`config.mk`:
```
export PLATFORM = sky130hd
export DESIGN_NAME = hbo_dp
export DESIGN_NICKNAME = d
export VERILOG_FILES = /design/src/design/hbo_pkg.sv /design/src/design/hbo_dp.sv
export VERILOG_INCLUDE_DIRS = /design/src /design/src/design
export SDC_FILE = /design/constraint.sdc
export NUM_CORES = 2
export LEC_CHECK = 0
export BUFFER_PORTS_ARGS = -buffer_cell sky130_fd_sc_hd__buf_4
export CORE_MARGIN = 2
export CORE_UTILIZATION = 63
export DETAILED_ROUTE_END_ITERATION = 6
export PLACE_DENSITY = 0.85
export SLEW_MARGIN = 30
export SYNTH_ARGS = -nofsm -noshare
export SYNTH_HDL_FRONTEND = slang
export SYNTH_SLANG_ARGS = --single-unit
```
`constraint.sdc`:
```
create_clock -name i_clk -period 53.9 [get_ports i_clk]
set_clock_uncertainty 0.15 [all_clocks]
set_input_delay 10.78 -clock i_clk [delete_from_list [all_inputs] [get_ports i_clk]]
set_output_delay 10.78 -clock i_clk [all_outputs]
set_load 0.02 [all_outputs]
```
`src/design/histogram_bin_outlier_checker_macros.svh`:
```
`ifndef HISTOGRAM_BIN_OUTLIER_CHECKER_MACROS_SVH
`define HISTOGRAM_BIN_OUTLIER_CHECKER_MACROS_SVH

// Same-cycle implication, checked on every rising edge outside reset.
`define HBO_ASSERT_NOW(label, clk, rst_n, ante, cons, msg) \
    label: assert property (@(posedge clk) disable iff (!rst_n) (ante) |-> (cons)) \
        else $error(msg);

// Implication into the following cycle.
`define HBO_ASSERT_NEXT(label, clk, rst_n, ante, cons, msg) \
    label: assert property (@(posedge clk) disable iff (!rst_n) (ante) |=> (cons)) \
        else $error(msg);

`endif

```
`src/design/hbo_pkg.sv`:
```
package hbo_pkg;

    localparam int COUNT_WIDTH_DEF = 16;
    localparam int CFG_IDX_W       = 3;
    localparam int CFG_DATA_W      = 32;

    // register indexes
    localparam logic [CFG_IDX_W-1:0] REG_MODE       = 3'd0;
    localparam logic [CFG_IDX_W-1:0] REG_SIGMA      = 3'd1;
    localparam logic [CFG_IDX_W-1:0] REG_ABS_LIMIT  = 3'd2;
    localparam logic [CFG_IDX_W-1:0] REG_REL_LIMIT  = 3'd3;
    localparam logic [CFG_IDX_W-1:0] REG_FIXED_ERR  = 3'd4;
    localparam logic [CFG_IDX_W-1:0] REG_CONST_REF  = 3'd5;
    localparam logic [CFG_IDX_W-1:0] REG_THRESH     = 3'd6;
    localparam logic [CFG_IDX_W-1:0] REG_LIMITS     = 3'd7;

    // reset values
    localparam logic [31:0] ABS_LIMIT_RST = 32'hFFFF_0000;   // -1.0, disabled
    localparam logic [31:0] REL_LIMIT_RST = 32'hFFFF_0000;
    localparam logic [31:0] LIMITS_RST    = 32'h0014_0000;   // publish limit 20

    // mode bits
    localparam int MODE_USE_REF     = 0;
    localparam int MODE_IGN_REF0    = 1;
    localparam int MODE_IGN_IN0     = 2;
    localparam int MODE_GREATER     = 3;
    localparam int MODE_LESS        = 4;
    localparam int MODE_INC_REF_ERR = 5;
    localparam int MODE_PUBLISH     = 6;
    localparam int MODE_MIN_ENTRIES = 7;

    localparam logic [30:0] REL_ONE = 31'd65536;             // 1.0 in Q16.16

    typedef struct packed {
        logic [7:0]  mode;
        logic [15:0] sigma;
        logic [31:0] abs_lim;
        logic [31:0] rel_lim;
        logic [30:0] fixed_err;
        logic [31:0] const_ref;
        logic [31:0] thresh;
        logic [31:0] limits;
    } t_cfg;

    typedef enum logic [3:0] {
        ST_IDLE,
        ST_ERR_A,
        ST_ERR_B,
        ST_SIGMA,
        ST_DIFF,
        ST_RHS_LO,
        ST_RHS_HI,
        ST_REL,
        ST_DECIDE
    } t_state;

    typedef enum logic [2:0] {
        MUL_NONE,
        MUL_ERR_A,
        MUL_ERR_B,
        MUL_SIGMA,
        MUL_DIFF,
        MUL_RHS_LO,
        MUL_RHS_HI,
        MUL_REL
    } t_mul_sel;

    typedef enum logic [1:0] {
        STAT_GREEN  = 2'd0,
        STAT_YELLOW = 2'd1,
        STAT_RED    = 2'd2
    } t_status;

    typedef struct packed {
        logic     load;
        t_mul_sel mul_sel;
        logic     decide;
    } t_dp_cmd;

endpackage

```
`src/design/hbo_dp.sv`:
```
`include "histogram_bin_outlier_checker_macros.svh"

module hbo_dp #(
    parameter int COUNT_WIDTH = hbo_pkg::COUNT_WIDTH_DEF
) (
    input  logic             i_clk,
    input  logic             i_rst_n,
    input  hbo_pkg::t_dp_cmd i_cmd,
    input  hbo_pkg::t_cfg    i_cfg,
    input  logic [31:0]      i_bin_content,
    input  logic [30:0]      i_bin_error,
    input  logic [31:0]      i_ref_content,
    input  logic [30:0]      i_ref_error,
    input  logic [15:0]      i_bin_entries,
    input  logic             i_is_profile,
    input  logic             i_last_bin,
    output logic             o_outlier,
    output logic             o_publish_mark,
    output logic             o_skipped,
    output logic [15:0]      o_outlier_total,
    output logic [15:0]      o_skipped_total,
    output logic [1:0]       o_status,
    output logic             o_final_res
);
    import hbo_pkg::*;

    localparam int CMP_W = (COUNT_WIDTH > 16) ? COUNT_WIDTH : 16;
    localparam logic [COUNT_WIDTH-1:0] CNT_MAX = '1;

    // captured word
    logic [31:0] r_content;
    logic [30:0] r_herr;
    logic [31:0] r_rcont;
    logic [30:0] r_rerr;
    logic [15:0] r_entries;
    logic        r_profile;
    logic        r_last;

    // difference terms
    logic [31:0] r_x;
    logic [31:0] r_ar;
    logic        r_diff_neg;
    logic        r_diff_pos;
    logic        r_refv_zero;

    // products
    logic [63:0] r_qa;
    logic [63:0] r_qb;
    logic [62:0] r_q;
    logic [31:0] r_s2;
    logic [63:0] r_x2;
    logic [63:0] r_rhs_lo;
    logic [62:0] r_rhs_hi;
    logic [95:0] r_rhs;
    logic [62:0] r_relp;

    // counters and result
    logic [COUNT_WIDTH-1:0] r_flag_cnt;
    logic [COUNT_WIDTH-1:0] r_skip_cnt;
    logic [COUNT_WIDTH-1:0] n_flag_cnt;
    logic [COUNT_WIDTH-1:0] n_skip_cnt;
    logic        r_outlier;
    logic        r_pub;
    logic        r_skipped;
    logic [15:0] r_out_total;
    logic [15:0] r_skip_total;
    t_status     r_status;
    logic        r_final;

    logic        n_outlier;
    logic        n_pub;
    logic        n_skipped;
    t_status     n_status;

    logic [31:0] refv;
    logic [32:0] diff;
    logic [32:0] refv_abs;
    logic [31:0] mul_a;
    logic [31:0] mul_b;
    logic [63:0] mul_p;
    logic        incl_ref_err;

    logic        greater;
    logic        less;
    logic        check;
    logic        sig_ok;
    logic        abs_ok;
    logic        rel_ok;
    logic [CMP_W-1:0] cnt_cmp;
    logic [CMP_W-1:0] pub_lim;
    logic [CMP_W-1:0] green_th;
    logic [CMP_W-1:0] red_th;

    // reference and difference, worked out while the first product runs
    always_comb begin
        refv     = i_cfg.mode[MODE_USE_REF] ? r_rcont : i_cfg.const_ref;
        diff     = {r_content[31], r_content} - {refv[31], refv};
        refv_abs = refv[31] ? (33'd0 - {refv[31], refv}) : {1'b0, refv};
    end

    assign incl_ref_err = (i_cfg.fixed_err == '0) && i_cfg.mode[MODE_INC_REF_ERR]
                          && i_cfg.mode[MODE_USE_REF];

    // the one shared multiplier
    always_comb begin
        mul_a = '0;
        mul_b = '0;
        case (i_cmd.mul_sel)
            MUL_ERR_A: begin
                mul_a = (i_cfg.fixed_err != '0) ? {1'b0, i_cfg.fixed_err} : {1'b0, r_herr};
                mul_b = mul_a;
            end
            MUL_ERR_B: begin
                mul_a = {1'b0, r_rerr};
                mul_b = {1'b0, r_rerr};
            end
            MUL_SIGMA: begin
                mul_a = {16'd0, i_cfg.sigma};
                mul_b = {16'd0, i_cfg.sigma};
            end
            MUL_DIFF: begin
                mul_a = r_x;
                mul_b = r_x;
            end
            MUL_RHS_LO: begin
                mul_a = r_s2;
                mul_b = r_q[31:0];
            end
            MUL_RHS_HI: begin
                mul_a = r_s2;
                mul_b = {1'b0, r_q[62:32]};
            end
            MUL_REL: begin
                mul_a = {1'b0, i_cfg.rel_lim[30:0]};
                mul_b = r_ar;
            end
            default: begin
                mul_a = '0;
                mul_b = '0;
            end
        endcase
    end

    assign mul_p = mul_a * mul_b;

    always_ff @(posedge i_clk) begin
        if (i_cmd.load) begin
            r_content <= i_bin_content;
            r_herr    <= i_bin_error;
            r_rcont   <= i_ref_content;
            r_rerr    <= i_ref_error;
            r_entries <= i_bin_entries;
            r_profile <= i_is_profile;
            r_last    <= i_last_bin;
        end
        case (i_cmd.mul_sel)
            MUL_ERR_A: begin
                r_qa        <= mul_p;
                r_x         <= diff[32] ? 32'(33'd0 - diff) : diff[31:0];
                r_ar        <= refv_abs[31:0];
                r_diff_neg  <= diff[32];
                r_diff_pos  <= !diff[32] && (diff != '0);
                r_refv_zero <= (refv == '0);
            end
            MUL_ERR_B: r_qb <= mul_p;
            MUL_SIGMA: begin
                r_s2 <= mul_p[31:0];
                r_q  <= 63'(r_qa + (incl_ref_err ? r_qb : 64'd0));
            end
            MUL_DIFF:   r_x2     <= mul_p;
            MUL_RHS_LO: r_rhs_lo <= mul_p;
            MUL_RHS_HI: r_rhs_hi <= mul_p[62:0];
            MUL_REL: begin
                r_relp <= mul_p[62:0];
                r_rhs  <= {1'b0, r_rhs_hi, 32'd0} + {32'd0, r_rhs_lo};
            end
            default: r_x2 <= r_x2;
        endcase
    end

    // decision on the finished products
    always_comb begin
        greater = i_cfg.mode[MODE_GREATER] && !i_cfg.mode[MODE_LESS];
        less    = i_cfg.mode[MODE_LESS] && !i_cfg.mode[MODE_GREATER];

        n_skipped = i_cfg.mode[MODE_MIN_ENTRIES] && r_profile
                    && (r_entries < i_cfg.limits[15:0]);

        check = !n_skipped;
        if (i_cfg.mode[MODE_IGN_REF0] && r_refv_zero) check = 1'b0;
        if (i_cfg.mode[MODE_IGN_REF0] && !i_cfg.mode[MODE_USE_REF] && (r_content == '0)) begin
            check = 1'b0;
        end
        if (i_cfg.mode[MODE_IGN_IN0] && (r_content == '0)) check = 1'b0;
        if (r_q == '0) check = 1'b0;
        if (greater && r_diff_neg) check = 1'b0;
        if (less && r_diff_pos) check = 1'b0;

        sig_ok = {16'd0, r_x2, 16'd0} > r_rhs;
        abs_ok = i_cfg.abs_lim[31] || ({1'b0, r_x} > {2'b00, i_cfg.abs_lim[30:0]});
        if (i_cfg.rel_lim[31]) begin
            rel_ok = 1'b1;
        end else if (!r_refv_zero) begin
            rel_ok = {15'd0, r_x, 16'd0} > r_relp;
        end else begin
            rel_ok = (r_x != '0) && (i_cfg.rel_lim[30:0] < REL_ONE);
        end

        n_outlier  = check && sig_ok && abs_ok && rel_ok;
        n_flag_cnt = (n_outlier && (r_flag_cnt != CNT_MAX)) ?
                     r_flag_cnt + COUNT_WIDTH'(1) : r_flag_cnt;
        n_skip_cnt = (n_skipped && (r_skip_cnt != CNT_MAX)) ?
                     r_skip_cnt + COUNT_WIDTH'(1) : r_skip_cnt;

        cnt_cmp  = CMP_W'(n_flag_cnt);
        pub_lim  = CMP_W'(i_cfg.limits[31:16]);
        green_th = CMP_W'(i_cfg.thresh[15:0]);
        red_th   = CMP_W'(i_cfg.thresh[31:16]);

        n_pub = n_outlier && i_cfg.mode[MODE_PUBLISH] && (cnt_cmp < pub_lim);

        n_status = STAT_GREEN;
        if (r_last) begin
            if (green_th > red_th) begin
                if (cnt_cmp >= green_th)   n_status = STAT_GREEN;
                else if (cnt_cmp > red_th) n_status = STAT_YELLOW;
                else                       n_status = STAT_RED;
            end else begin
                if (cnt_cmp <= green_th)   n_status = STAT_GREEN;
                else if (cnt_cmp < red_th) n_status = STAT_YELLOW;
                else                       n_status = STAT_RED;
            end
        end
    end

    always_ff @(posedge i_clk) begin
        if (!i_rst_n) begin
            r_flag_cnt <= '0;
            r_skip_cnt <= '0;
            r_outlier  <= 1'b0;
            r_pub      <= 1'b0;
            r_skipped  <= 1'b0;
            r_status   <= STAT_GREEN;
            r_final    <= 1'b0;
        end else if (i_cmd.decide) begin
            r_flag_cnt <= r_last ? '0 : n_flag_cnt;
            r_skip_cnt <= r_last ? '0 : n_skip_cnt;
            r_outlier  <= n_outlier;
            r_pub      <= n_pub;
            r_skipped  <= n_skipped;
            r_status   <= n_status;
            r_final    <= r_last;
        end
    end

    always_ff @(posedge i_clk) begin
        if (i_cmd.decide) begin
            r_out_total  <= 16'(n_flag_cnt);
            r_skip_total <= 16'(n_skip_cnt);
        end
    end

    assign o_outlier       = r_outlier;
    assign o_publish_mark  = r_pub;
    assign o_skipped       = r_skipped;
    assign o_outlier_total = r_out_total;
    assign o_skipped_total = r_skip_total;
    assign o_status        = r_status;
    assign o_final_res     = r_final;

    `HBO_ASSERT_NOW(a_skip_excl, i_clk, i_rst_n, r_skipped, !r_outlier && !r_pub, "skipped bin carries a flag")
    `HBO_ASSERT_NOW(a_pub_flag, i_clk, i_rst_n, r_pub, r_outlier, "publish mark without flag")
    `HBO_ASSERT_NOW(a_status_final, i_clk, i_rst_n, !r_final, r_status == STAT_GREEN, "status set on a bin that is not last")

endmodule

```
==> Word-level counts from Yosys, hierarchy flattened <==
Index checks and enable logic that the tools add are counted.
{ "totals": {"inputBits": 366, "out_inout_bits": 38, "wordCells": 119, "reg_bits": 852} }
{ "classes": {"order_cmp": 11, "mul": 1, "mux": 25, "n_reduce_logical": 35, "addsub": 7, "eq_ne": 9} }
{ "op_table": {"columns": ["operator", "count"], "rows": [
  ["$pmux W32 S7", 1],
  ["$pmux W32 S6", 1],
  ["$add A95 B64 Y96", 1],
  ["$gt A80 B96 Y1", 1],
  ["$logic_not A32 Y1", 2],
  ["$mul A32 B32 Y64", 1],
  ["$mux W16", 4],
  ["$mux W32", 2],
  ["$sub A1 B32 Y32 const A", 2],
  ["$add A63 B63 Y63", 1],
  ["$gt A48 B63 Y1", 1],
  ["$logic_not A63 Y1", 1],
  ["$mux W63", 1],
  ["$mux W31", 2],
  ["$lt A16 B16 Y1", 3],
  ["$reduce_bool A33 Y1", 1],
  ["$sub A32 B32 Y33", 1],
  ["$add A16 B1 Y16 const B", 2],
  ["$gt A16 B16 Y1", 2],
  ["$gt A32 B31 Y1", 1],
  ["$ne A16 B16 Y1 const B", 2],
  ["$reduce_bool A32 Y1", 1],
  ["$logic_not A31 Y1", 1],
  ["$lt A31 B17 Y1 const B", 1],
  ["12 further kinds", 52]
]} }

==> Logic depth before layout (Yosys ltp) <==
{ "depth": {"ltp_word": 19, "mapped_depth": 37, "ltp_nobuf": 35} }

==> Least setup slack after synthesis <==
Ideal clock, no wire load.
{ "synth_path": {"kind": "input port to flip-flop", "startpoint": "input i_cmd[1] (netlist name)", "endpoint": "register r_qa[61], data pin", "cell_stages": 34, "slack_ns": 28.959, "arrival_time_ns": 24.589, "cell_sequence": "clkbuf_1 inv_1 nor3b_1 or2_2 clkbuf_1 clkbuf_1 a221o_1 clkbuf_1 clkbuf_1 nand2_1 fa_1 inv_1 fa_1 inv_1 fa_1 fa_1 inv_1 fa_1 fa_1 fa_1 inv_1 fa_1 inv_1 ha_1 and3_1 nand3_1 or3_1 a211o_1 a21oi_1 a21oi_1 o41ai_1 nand2b_1 nand2_1 xor2_1"} }
{ "synth_via": {"elab_chain_cells": 4} }
{ "synth_rtl": {"columns": ["element", "line", "text"], "rows": [
  ["start, declared", "hbo_dp.sv:8", "input hbo_pkg::t_dp_cmd i_cmd,"],
  ["$eq A3 B3 Y1", "hbo_dp.sv:108", "case (i_cmd.mul_sel)"],
  ["$reduce_or A2 Y1 (no line)", null, null],
  ["$pmux W32 S6", "hbo_dp.sv:108", null],
  ["$mul A32 B32 Y64 (*)", "hbo_dp.sv:144", "assign mul_p = mul_a * mul_b;"],
  ["net mul_p[61]", "hbo_dp.sv:80", "logic [63:0] mul_p;"],
  ["end signal, assigned", "hbo_dp.sv:158", "r_qa <= mul_p;"],
  ["end, declared", "hbo_dp.sv:47", "logic [63:0] r_qa;"]
]} }
The timed path passes the listed nets; every way through them passes the cells marked *.
A chain may end at the register's enable or synchronous reset.

==> Worst setup path in the final report <==
{ "layout_path": {"startpoint": "input i_cmd[3] (netlist name)", "endpoint": "register r_qa[61], data pin"} }
Same word-level chain as after synthesis.

==> qor.csv <==
metric;value;unit
drc_errors;4;
synth_seq_cells;852;
grt_pass1_vias;61000;
design_area;84800;um2
antenna_left;0;
synthSimpleGateAreaFrac;0.121;
crit_slowest_cell;a221o_1;
async_reset_ff_frac;0;
finalWirelength;265000;um
fin_crit_sh;0.428;
hp-start;r_rhs_lo[1];
numPortBuffers;403;
synthAdderAreaFrac;0.334;
synth.distinct_cells;87;
routedWlPerCell;28.2;um
slowest_delay;0.95;ns
synth-compound-area-share;0.0939;
cts_hold_buf;0;
drt-initial-drc-count;7830;
period_needed;23.08;ns
detailed_place_hpwl;206000;um
syn_to_final_growth;11.2;%
cp_data_arrival_time;23.34;ns
die_x;352;um
htreeDepth;3;
avgSynthCellArea;10.3;um2
violations;design-rule violations;
endpoint_kind;flop;
synth-edff-count;814;
r2r_cells;31;
tns;0;ns
r2r_slack;42.87;ns
viasPerCell;6.40;
drv_slew;0;
synth_top_area_frac;0.320;
relSlewSlack;0.216;
cap_violations;0;
synthFlopType;edfxtp_1;
die_y;352;um
clk_pin_slew_worst_paths;0.06;ns
grt_max_degree;98;
postCtsSetupBuffers;0;
ys_warn_count;0;
synth.area.top_cells;edfxtp_1 (32%), fa_1 (24%), ha_1 (9.8%);
cts_buffers;84;
ios;404;
cts_buffer_depth;3;
core-area;120000;um2
max_clock_freq;43.3;MHz
crit_path_start_kind;input pin;
ctsRootBufferMaster;clkbuf_16;
synth_area_leader_cell;edfxtp_1;
r2r_start;r_rerr[2];
holdPathStages;0;
antenna_found_initial;25;
via_count;60100;
cts_tree;yes;
rows;127;
firstDrtPassIters;7;
crit_required;54.17;ns
holdWs;0.265;ns
drive_above_1_share;0.105;
min_to;r_rhs[1];
rr_endpoint;r_qa[61];
synth_cells;7379;
synth_xor_area_frac;0.0324;
fin_util;0.707;
grt_pass1_wl;389000;um
cts_resized;0;
globalplace.congestion;1.03;
yosysSeqAreaShare;0.330;
die_area;124000;um2
rsz0062_at_grt;false;
tightest_slew;1.17;ns
synth_mux_area_frac;0.0129;
grt_overflow;0;
setup.worst_path.class;in2reg;
worst-path-max-fanout;64;
hold_violations;0;
synth_nets;9242;
start_util;0.636;
hold_path.class;reg2reg;
critPathMostFrequentCell;fa_1;
grt_usage;0.429;
outcome;finished, violations left;
worstSkewPairLatency;0.68;ns
placed_area;81800;um2
nets;9569;
synth_top_family_by_area;adder cells;
syn_area;76300;um2
clock_sinks;852;
setup_viol;0;
kinds of logic (layout without fill, tap and decap cells):
| kind of cell | count (synthesis) | in the layout |
|---|---|---|
| and+or+nand+nor | 2056 | 2056 |
| AOI/OAI and AO/OA | 1067 | 1067 |
| adders and majority gates | 1497 | 1497 |
| muxes | 94 | 94 |
| DFF | 852 | 852 |
| other | 0 | 4 |
| buffers and inverters | 1531 | 1925 |
| xor gates and xnor gates | 282 | 282 |
routing by layer:
metal  vias to the layer above  track usage  part of all wire
li1                      25200            -                 -
met1                     29600        0.573              0.36
met2                      4319        0.616              0.42
met3                       945        0.151              0.15
met4                        22        0.227             0.066
met5                         -            0           0.00062
layout make-up:
cell class / count / area, um2
multi-input combinational: 4996 / 46000
fill: 8560 / 35100
sequential: 852 / 25200
inverter: 1250 / 4690
timing repair buffer: 522 / 3990
clock buffer: 100 / 2270
tap: 1612 / 2020
clock inverter: 53 / 682
antenna: 4 / 10.0
registers in the layout (all words and copies together) (netlist names), 32 cells and up:
name / flops
r_ar: 32
r_content: 32
r_q: 63
r_qa: 63
r_qb: 63
r_rcont: 32
r_relp: 63
r_rhs: 96
r_rhs_hi: 63
r_rhs_lo: 64
r_s2: 32
r_x: 32
r_x2: 64
worst max path at each step:
stage | from | to | depth (start not counted)
after CTS | i_cmd[3] | r_x2[61] | 33
after global placement | i_cmd[3] | r_qa[61] | 33
after floorplan | i_cmd[1] | r_qa[61] | 34
final | i_cmd[3] | r_qa[61] | 33
after global routing | i_cmd[3] | r_qa[61] | 33
after detailed placement | i_cmd[3] | r_rhs_lo[61] | 33
cells in the final DEF, fill, tap and decap left out, drive strengths merged, types with 36 or more instances in the layout:
master / Yosys / layout
a211oi: 38 / 38
a21o: 152 / 152
a21oi: 300 / 300
a221o: 38 / 38
a221oi: 40 / 40
a31oi: 36 / 36
and2: 97 / 97
and3: 40 / 40
buf: 17 / 522
clkbuf: 264 / 100
dfxtp: 38 / 38
edfxtp: 814 / 814
fa: 899 / 899
ha: 598 / 598
inv: 1248 / 1255
mux2i: 60 / 60
nand2: 679 / 679
nand3: 93 / 93
nand4: 74 / 74
nor2: 756 / 756
nor2b: 37 / 37
nor3: 66 / 66
nor4: 73 / 73
o21a: 47 / 47
o21ai: 167 / 167
xnor2: 180 / 180
xor2: 102 / 102
Yosys cell counts (102+ instances only):
master,count
inv_1,1248
fa_1,899
edfxtp_1,814
nor2_1,755
nand2_1,678
ha_1,598
a21oi_1,300
clkbuf_1,264
xnor2_1,180
o21ai_0,165
a21o_1,152
xor2_1,102
worst max-delay path, delay by kind of cell:
kind	cells	cell delay, ns
and+or+nand+nor	9	2.62
adders and majority gates	9	4.57
AOI/OAI and AO/OA	5	2.81
xor gates and xnor gates	1	0.37
buffers and inverters	9	2.05
metrics by stage:
| step | setup slack [ns] | cells |
|---|---|---|
| after floorplan | 28.96 | 7379 |
| after global placement | 30.76 | 9229 |
| after detailed placement | 30.37 | 9229 |
| after CTS | 30.98 | 9382 |
| after global routing | 30.42 | 9385 |
| final | 30.82 | 9389 |
Power is left out: the tool's default activity adds up to more than one toggle a clock period on the data nets, which glitch-free logic cannot reach.
